[src/design/nfcta_pkg.sv]
// Shared types and constants for the Type A activation responder.
// Holds transaction structs, command codes, phase codes and register indexes.
// No dependencies.
`timescale 1ns / 1ps

package nfcta_pkg;

	// Frame commands and PCBs recognized during activation
	localparam logic [7:0] CMD_HALT       = 8'h50;
	localparam logic [7:0] CMD_RATS       = 8'hE0;
	localparam logic [3:0] CMD_PPSS_HI    = 4'hD;
	localparam logic [7:0] PCB_DESEL_CID  = 8'hCA;
	localparam logic [7:0] PCB_DESEL_NONE = 8'hC2;
	localparam logic [7:0] PPS0_WITH_PPS1 = 8'h11;
	localparam logic [7:0] PPS0_NO_PPS1   = 8'h01;

	// Result actions
	localparam logic [1:0] ACT_WAIT = 2'd0;
	localparam logic [1:0] ACT_HALT = 2'd1;
	localparam logic [1:0] ACT_SEND = 2'd2;
	localparam logic [1:0] ACT_SW   = 2'd3;

	// Activation phases
	localparam logic [1:0] PH_L3  = 2'd0;
	localparam logic [1:0] PH_ATS = 2'd1;
	localparam logic [1:0] PH_L4  = 2'd2;

	// Configuration register indexes (byte address 4*index)
	localparam logic [1:0] REG_ATS_LENGTH    = 2'd0;
	localparam logic [1:0] REG_ATS_FORMAT    = 2'd1;
	localparam logic [1:0] REG_ATS_INTERFACE = 2'd2;

	localparam int ATS_MAX_BYTES = 5;
	localparam logic [2:0] ATS_MIN_LEN = 3'd2;
	localparam logic [2:0] ATS_MAX_LEN = 3'd5;
	localparam logic [3:0] FSDI_MAX    = 4'd12;
	localparam logic [3:0] CID_RFU     = 4'hF;

	typedef struct packed {
		logic        rx_error;
		logic [10:0] byte_count;
		logic [7:0]  first_byte;
		logic [7:0]  second_byte;
		logic [7:0]  third_byte;
		logic [3:0]  silent_slots;
	} in_item_t;

	typedef struct packed {
		logic [1:0]  action;
		logic [2:0]  reply_length;
		logic [39:0] reply_data;
		logic [3:0]  reply_silent;
		logic        reply_to_halt;
		logic [1:0]  tx_rate_code;
		logic [1:0]  rx_rate_code;
		logic        ignore_reqa;
		logic        layer4_on;
		logic [7:0]  rats_param;
	} out_item_t;

	typedef struct packed {
		logic [2:0]  ats_length;
		logic [7:0]  ats_format;
		logic [23:0] ats_interface;
	} cfg_t;

	typedef struct packed {
		logic [1:0] phase;
		logic [3:0] card_cid;
		logic [3:0] frame_limit_index;
		logic [1:0] tx_rate;
		logic [1:0] rx_rate;
	} card_state_t;

endpackage

[src/design/nfcta_decide.sv]
// Frame decision logic: maps one received frame summary and the card state
// to one result transaction and the next card state. Depends on nfcta_pkg.
`timescale 1ns / 1ps

module nfcta_decide import nfcta_pkg::*; (
	input  cfg_t        cfg,
	input  card_state_t st,
	input  in_item_t    item,
	output out_item_t   result,
	output card_state_t nxt
);

	logic [2:0]  ats_n;
	logic [39:0] ats_full;
	logic [39:0] ats_data;
	logic        size_ok;
	logic        rats_ok;
	logic        is_pps;
	logic        do_l4;

	// Clamp ATS length and assemble the ATS bytes, masking unsent ones
	always_comb begin
		if (cfg.ats_length < ATS_MIN_LEN) begin
			ats_n = ATS_MIN_LEN;
		end else if (cfg.ats_length > ATS_MAX_LEN) begin
			ats_n = ATS_MAX_LEN;
		end else begin
			ats_n = cfg.ats_length;
		end
		ats_full = {cfg.ats_interface, cfg.ats_format, 5'd0, ats_n};
		for (int i = 0; i < ATS_MAX_BYTES; i++) begin
			ats_data[8*i +: 8] = (3'(i) < ats_n) ? ats_full[8*i +: 8] : 8'd0;
		end
	end

	assign size_ok = !item.rx_error && (item.byte_count >= 11'd4);
	assign rats_ok = (item.first_byte == CMD_RATS) && (item.byte_count == 11'd4)
		&& (item.second_byte[3:0] != CID_RFU) && (item.second_byte[7:4] <= FSDI_MAX);
	assign is_pps  = (item.first_byte[7:4] == CMD_PPSS_HI);
	// Layer 4 handling applies in phase 2, or in phase 1 for a good non-PPS frame
	assign do_l4   = (st.phase != PH_L3 && st.phase != PH_ATS)
		|| (st.phase == PH_ATS && size_ok && !is_pps);

	// Decide the action and the next state
	always_comb begin
		result = '0;
		nxt    = st;
		case (st.phase)
			PH_L3: begin
				result.action = ACT_HALT;
				if (size_ok) begin
					if (item.first_byte == CMD_HALT && item.second_byte == 8'd0
							&& item.byte_count == 11'd4) begin
						result.ignore_reqa = 1'b1;
					end else if (rats_ok) begin
						result.action            = ACT_SEND;
						result.reply_length      = ats_n;
						result.reply_data        = ats_data;
						result.ignore_reqa       = 1'b1;
						result.rats_param        = item.second_byte;
						nxt.card_cid             = item.second_byte[3:0];
						nxt.frame_limit_index    = item.second_byte[7:4];
						nxt.phase                = PH_ATS;
					end
				end
			end
			PH_ATS: begin
				result.action = ACT_WAIT;
				if (size_ok && is_pps) begin
					if (item.first_byte[3:0] == st.card_cid) begin
						if (item.second_byte == PPS0_NO_PPS1 && item.byte_count == 11'd4) begin
							result.action       = ACT_SEND;
							result.reply_length = 3'd1;
							result.reply_data   = {32'd0, CMD_PPSS_HI, st.card_cid};
							nxt.phase           = PH_L4;
						end else if (item.second_byte == PPS0_WITH_PPS1
								&& item.byte_count == 11'd5 && item.third_byte[7:4] == 4'd0) begin
							result.action       = ACT_SEND;
							result.reply_length = 3'd1;
							result.reply_data   = {32'd0, CMD_PPSS_HI, st.card_cid};
							nxt.rx_rate         = item.third_byte[1:0];
							nxt.tx_rate         = item.third_byte[3:2];
							nxt.phase           = PH_L4;
						end
					end
				end else if (size_ok) begin
					nxt.phase = PH_L4;
				end
			end
			default: begin
				result.action = ACT_WAIT;
			end
		endcase

		// Layer 4: DESELECT acknowledge, mute on errors and bad DESELECT frames, or forward to software
		if (do_l4) begin
			if (item.rx_error) begin
				result.action = ACT_WAIT;
			end else if (item.first_byte == PCB_DESEL_CID) begin
				if (item.second_byte == {4'd0, st.card_cid} && item.byte_count == 11'd4) begin
					result.action        = ACT_SEND;
					result.reply_length  = 3'd2;
					result.reply_data    = {24'd0, 4'd0, st.card_cid, PCB_DESEL_CID};
					result.reply_to_halt = 1'b1;
					nxt.tx_rate          = 2'd0;
					nxt.rx_rate          = 2'd0;
					nxt.phase            = PH_L3;
				end else begin
					result.action = ACT_WAIT;
				end
			end else if (item.first_byte == PCB_DESEL_NONE) begin
				if (item.byte_count == 11'd3) begin
					result.action        = ACT_SEND;
					result.reply_length  = 3'd1;
					result.reply_data    = {32'd0, PCB_DESEL_NONE};
					result.reply_to_halt = 1'b1;
					nxt.tx_rate          = 2'd0;
					nxt.rx_rate          = 2'd0;
					nxt.phase            = PH_L3;
				end else begin
					result.action = ACT_WAIT;
				end
			end else begin
				result.action = ACT_SW;
			end
		end

		// Status that follows the state after this frame
		result.reply_silent = (result.action == ACT_SEND) ? item.silent_slots : 4'd0;
		result.tx_rate_code = nxt.tx_rate;
		result.rx_rate_code = nxt.rx_rate;
		result.layer4_on    = (nxt.phase != PH_L3);
	end

endmodule

[src/design/nfc_typea_activation_responder.sv]
// A frame accepted into the input register is decided combinationally and its
// result is loaded into the result register. Throughput: one frame per cycle while
// out_ready is high; a stalled result register still admits one more input frame.
// Reset: arst_n clears phase 0, CID 0, both rates 106 kbit/s, ATS length 2,
// format and interface bytes 0, and empties both registers.
// Depends on nfcta_pkg and nfcta_decide.
`timescale 1ns / 1ps

module nfc_typea_activation_responder import nfcta_pkg::*; (
	input  logic        clk,
	input  logic        arst_n,
	input  logic        in_valid,
	output logic        in_ready,
	input  in_item_t    in_data,
	output logic        out_valid,
	input  logic        out_ready,
	output out_item_t   out_data,
	input  logic        psel,
	input  logic        penable,
	input  logic        pwrite,
	input  logic [3:0]  paddr,
	input  logic [31:0] pwdata,
	output logic [31:0] prdata,
	output logic        pready
);

	cfg_t        cfg_q;
	card_state_t st_q;
	card_state_t st_nxt;
	logic        valid_s1;
	in_item_t    item_s1;
	logic        valid_s2;
	out_item_t   result_s2;
	out_item_t   result;
	logic        advance;
	logic        cfg_wr;

	assign pready = 1'b1;
	assign cfg_wr = psel && penable && pwrite && pready;

	// Write configuration registers
	always_ff @(posedge clk or negedge arst_n) begin
		if (!arst_n) begin
			cfg_q.ats_length    <= ATS_MIN_LEN;
			cfg_q.ats_format    <= 8'd0;
			cfg_q.ats_interface <= 24'd0;
		end else if (cfg_wr) begin
			case (paddr[3:2])
				REG_ATS_LENGTH:    cfg_q.ats_length    <= pwdata[2:0];
				REG_ATS_FORMAT:    cfg_q.ats_format    <= pwdata[7:0];
				REG_ATS_INTERFACE: cfg_q.ats_interface <= pwdata[23:0];
				default: ;
			endcase
		end
	end

	// Read back configuration registers
	always_comb begin
		case (paddr[3:2])
			REG_ATS_LENGTH:    prdata = {29'd0, cfg_q.ats_length};
			REG_ATS_FORMAT:    prdata = {24'd0, cfg_q.ats_format};
			REG_ATS_INTERFACE: prdata = {8'd0, cfg_q.ats_interface};
			default:           prdata = 32'd0;
		endcase
	end

	// Move a frame from the input register to the result register when free
	assign advance  = valid_s1 && (!valid_s2 || out_ready);
	assign in_ready = !valid_s1 || advance;

	nfcta_decide u_decide (
		.cfg    (cfg_q),
		.st     (st_q),
		.item   (item_s1),
		.result (result),
		.nxt    (st_nxt)
	);

	// Hold control state: stage valids and card state
	always_ff @(posedge clk or negedge arst_n) begin
		if (!arst_n) begin
			valid_s1 <= 1'b0;
			valid_s2 <= 1'b0;
			st_q     <= '0;
		end else begin
			if (in_ready) begin
				valid_s1 <= in_valid;
			end
			if (advance) begin
				valid_s2 <= 1'b1;
				st_q     <= st_nxt;
			end else if (out_ready) begin
				valid_s2 <= 1'b0;
			end
		end
	end

	// Load payload registers
	always_ff @(posedge clk) begin
		if (in_valid && in_ready) begin
			item_s1 <= in_data;
		end
		if (advance) begin
			result_s2 <= result;
		end
	end

	assign out_valid = valid_s2;
	assign out_data  = result_s2;

	// Phase 3 is never entered
	a_phase_legal: assert property (@(posedge clk) disable iff (!arst_n)
		st_q.phase != 2'd3)
		else $error("card phase reached unused code");

	// Only an FSDI that passed the RATS check is stored
	a_fsdi_range: assert property (@(posedge clk) disable iff (!arst_n)
		st_q.frame_limit_index <= FSDI_MAX)
		else $error("stored frame limit index out of range");

	// With layer 4 off both rates are back at 106 kbit/s
	a_rates_l3: assert property (@(posedge clk) disable iff (!arst_n)
		(out_valid && !out_data.layer4_on) |->
			(out_data.tx_rate_code == 2'd0 && out_data.rx_rate_code == 2'd0))
		else $error("non-default rate while layer 4 is off");

	// A muted or forwarded frame carries no reply
	a_no_reply: assert property (@(posedge clk) disable iff (!arst_n)
		(out_valid && out_data.action != ACT_SEND) |->
			(out_data.reply_length == 3'd0 && out_data.reply_silent == 4'd0
				&& out_data.reply_to_halt == 1'b0))
		else $error("reply fields set without a send action");

	// Input stalls only when both registers are full
	a_stall_full: assert property (@(posedge clk) disable iff (!arst_n)
		!in_ready |-> (valid_s1 && valid_s2 && !out_ready))
		else $error("input stalled with room in the pipeline");

endmodule

[config.mk]
export PLATFORM = sky130hd
export DESIGN_NAME = nfc_typea_activation_responder
export DESIGN_NICKNAME = d
export VERILOG_FILES = /design/src/design/nfcta_pkg.sv /design/src/design/nfcta_decide.sv /design/src/design/nfc_typea_activation_responder.sv
export SDC_FILE = /design/constraint.sdc
export NUM_CORES = 1
export LEC_CHECK = 0
export ABC_AREA = 1
export BUFFER_PORTS_ARGS = -buffer_cell sky130_fd_sc_hd__buf_2
export CAP_MARGIN = 15
export CORE_MARGIN = 3
export CORE_UTILIZATION = 47
export DETAILED_ROUTE_END_ITERATION = 6
export PLACE_DENSITY = 0.85
export SLEW_MARGIN = 20
export SYNTH_ARGS = -nofsm -noshare
export SYNTH_HDL_FRONTEND = slang
export SYNTH_SLANG_ARGS = --single-unit
[constraint.sdc]
create_clock -name clk -period 2.7 [get_ports clk]
set_input_delay 0.54 -clock clk [delete_from_list [all_inputs] [get_ports clk]]
set_output_delay 0.54 -clock clk [all_outputs]
set_load 0.03 [all_outputs]
==> results.py <==
metrics = {
    "sta": {
        "setup_viol": 0,
        "finalCritPeriodShare": 0.789,
        "max_freq_mhz": 470,
        "finalWorstSetupSlack_ns": 0.570,
        "max_slew_margin": 0.577,
        "min_period_ns": 2.13,
        "tns_ns": 0,
        "worstMarginPinSlew_ns": 0.635,
        "fin_skew_ns": 0.00978,
        "rsz0062_at_grt": "false",
        "maxSlewViolCount": 0,
        "hold_violations": 0,
    },
    "cts": {
        "clockBufferDepth": 2,
        "cts_root_buf": "clkbuf_16",
        "clock_sinks": 149,
        "cts_resized": 0,
        "clkTransAtPathRegs_ns": 0.06,
        "cts_made_buffers": 17,
        "worstSkewPairLatency_ns": 0.42,
        "cts-htree-levels": 4,
        "cts_tree": "yes",
        "post_cts_buffers": 0,
        "postCtsHoldBufs": 0,
    },
    "critical_path": {
        "path_cells": "inv_1, nand4_1, nor2_1, nand2_1, nor2_4, nand4_4, nor2_1, nand2_1, o21ai_0",
        "crit_slowest_cell": "edfxtp_1",
        "r2r_end": "out_data[19]",
        "crit_type": "flop to flop",
        "cp_max_fo": 19,
        "crit_arrival_ns": 2.37,
        "reg2reg_setup_slack_ns": 0.57,
        "r2r_cells": 9,
        "crit_path_start_kind": "flop",
        "cpPeakStageDelay_ns": 0.47,
        "r2r-start": "item_s1[23]",
        "crit_required_ns": 2.94,
        "cp-end-kind": "flop",
    },
    "floorplanning": {
        "core_um2": 12800,
        "die_w_um": 122,
        "die_h_um": 122,
        "ios": 182,
        "placementRows": 41,
        "die_area_um2": 14800,
        "start_util": 0.489,
    },
    "routing": {
        "drt_pass1_iterations": 5,
        "drtIter0Drc": 452,
        "drcViolationCount": 0,
        "ant_nets": 0,
        "vias": 4604,
        "via_per_inst": 4.82,
        "post_drt_wl_per_cell_um": 13.7,
        "wirelength_mm": 13.1,
    },
    "placed_design": {
        "placed_cell_area_um2": 7250,
        "globalplace.congestion": 0.849,
        "dp_hpwl_mm": 9.61,
        "port_buffers": 161,
        "post-place-ws_ns": 0.591,
    },
    "logic_synthesis": {
        "synth_area_per_cell_um2": 10.5,
        "ys_types": 32,
        "synth_cells": 597,
        "async_flop_share": 0.315,
        "synth_top_area_cell": "edfxtp_1",
        "ys_warn_count": 0,
        "yosys_register_bits": 149,
        "synth_area_leaders": "edfxtp_1 (49%), dfrtp_1 (18%), nand2_1 (7.0%)",
        "synth.top_cell.area_share": 0.489,
        "synth_edf_count": 102,
        "synthFlopType": "edfxtp_1",
        "seq_area_frac_synth": 0.676,
        "synth_area_um2": 6270,
    },
    "power_and_ir_drop": {
        "power_leakage_nw": 3.73,
        "p_int_w": 0.00447,
        "swShare": 0.270,
        "p_comb_frac": 0.149,
        "vdd_drop_max_v": 0.000431,
        "power.density_nw_per_um2": 780,
        "p_total_w": 0.00612,
        "seqPwrFrac": 0.465,
        "power_switching_w": 0.00166,
        "power_frac_clock": 0.386,
    },
    "global_routing": {
        "grt_pass1_wl_mm": 21.1,
        "grt_pass1_vias": 4424,
        "antenna_found_initial": 0,
        "grt_use_total": 0.185,
        "grt-ovfl-total": 0,
        "grt_max_degree": 48,
    },
    "final_layout": {
        "final_common_cell": "buf_2",
        "n_antenna_cell": 0,
        "design_area_um2": 7850,
        "fillers": 1031,
        "final_util": 0.612,
        "layout.nets": 853,
        "layout_common_cells": "buf_2 (161), nand2_1 (117), edfxtp_1 (102), nor2_1 (97), inv_1 (85)",
        "drive_above_1_share": 0.276,
        "area_delta_synth_final_pct": 25.2,
    },
    "run": {
        "cap_violations": 0,
    },
    "min_path": {
        "hold_class": "input port to asynchronous set/reset pin",
    },
    "status": {
        "outcome": "completed",
    },
}
==> flip-flops by register name (all words and copies together) (netlist names) <==
register	flops
st_q	10
item_s1	40
out_valid	1
out_data	62
cfg_q	35
valid_s1	1
==> Yosys cell counts, types with 3 or more instances <==
| cell | count |
|---|---|
| buf_4 | 11 |
| nor3_1 | 4 |
| nand4_1 | 6 |
| edfxtp_1 | 102 |
| buf_2 | 3 |
| dfrtp_1 | 46 |
| o22ai_1 | 7 |
| nor2_1 | 98 |
| nand2_1 | 117 |
| clkbuf_1 | 8 |
| nand3_1 | 32 |
| a21oi_1 | 11 |
| inv_1 | 85 |
| xnor2_1 | 7 |
| o221ai_1 | 3 |
| nor2_4 | 4 |
| o21ai_0 | 33 |
==> critical path, delay by kind of cell, from the launching register on <==
family                 cells  cell delay [ns]
AOI/OAI and AO/OA          1             0.11
buffers and inverters      1             0.08
DFF                        1             0.47
and+or+nand+nor            7             1.28
==> power groups by stage <==
stage / Combinational, W / Sequential (W) / Clock (W)
floorplan: 0.000416 / 0.00309 / 0
global placement: 0.000906 / 0.00288 / 0
detailed placement: 0.000918 / 0.00289 / 0
CTS: 0.000922 / 0.00285 / 0.00241
global route: 0.00100 / 0.00287 / 0.00252
finish: 0.000912 / 0.00285 / 0.00236
==> cell families after synthesis <==
logic type	share of synthesized area
buffers and inverters	0.0730
XOR/XNOR	0.0112
AND/OR/NAND/NOR	0.186
AO/OA/AOI/OAI	0.0505
flip-flops	0.676
other	0.00120
multiplexers	0.00180
==> final cells by class <==
cell class | instances | area, um^2 | share of cell area
inverter | 88 | 332 | 0.0422
clock buffer | 21 | 450 | 0.0574
multi-input combinational | 346 | 1600 | 0.204
sequential | 149 | 4240 | 0.540
clock inverter | 11 | 151 | 0.0193
tap | 172 | 215 | 0.0274
timing repair buffer | 168 | 858 | 0.109
==> how the worst max path moves through the flow <==
stage	end	cells after the start	startpoint
detailed placement	out_data[54]	9	item_s1[23]
floorplan	st_q[10]	8	out_ready
global route	out_data[19]	9	item_s1[23]
finish	out_data[19]	9	item_s1[23]
global placement	out_data[19]	9	item_s1[23]
CTS	out_data[54]	9	item_s1[23]
==> through the flow <==
step,cells,hold slack (ns)
after floorplan,605,0.244
after global placement,923,0.462
after global routing,955,0.261
after detailed placement,923,0.474
final,955,0.239
after CTS,955,0.239
==> metal layers <==
metal  vias up  track usage  wire length, um
li1       2265            -                -
met1      2134        0.236             5440
met2       193        0.307             6460
met3        12       0.0587             1080
met4         0       0.0546              107
met5         -            0                0
Power figures use the tool's default switching activity.
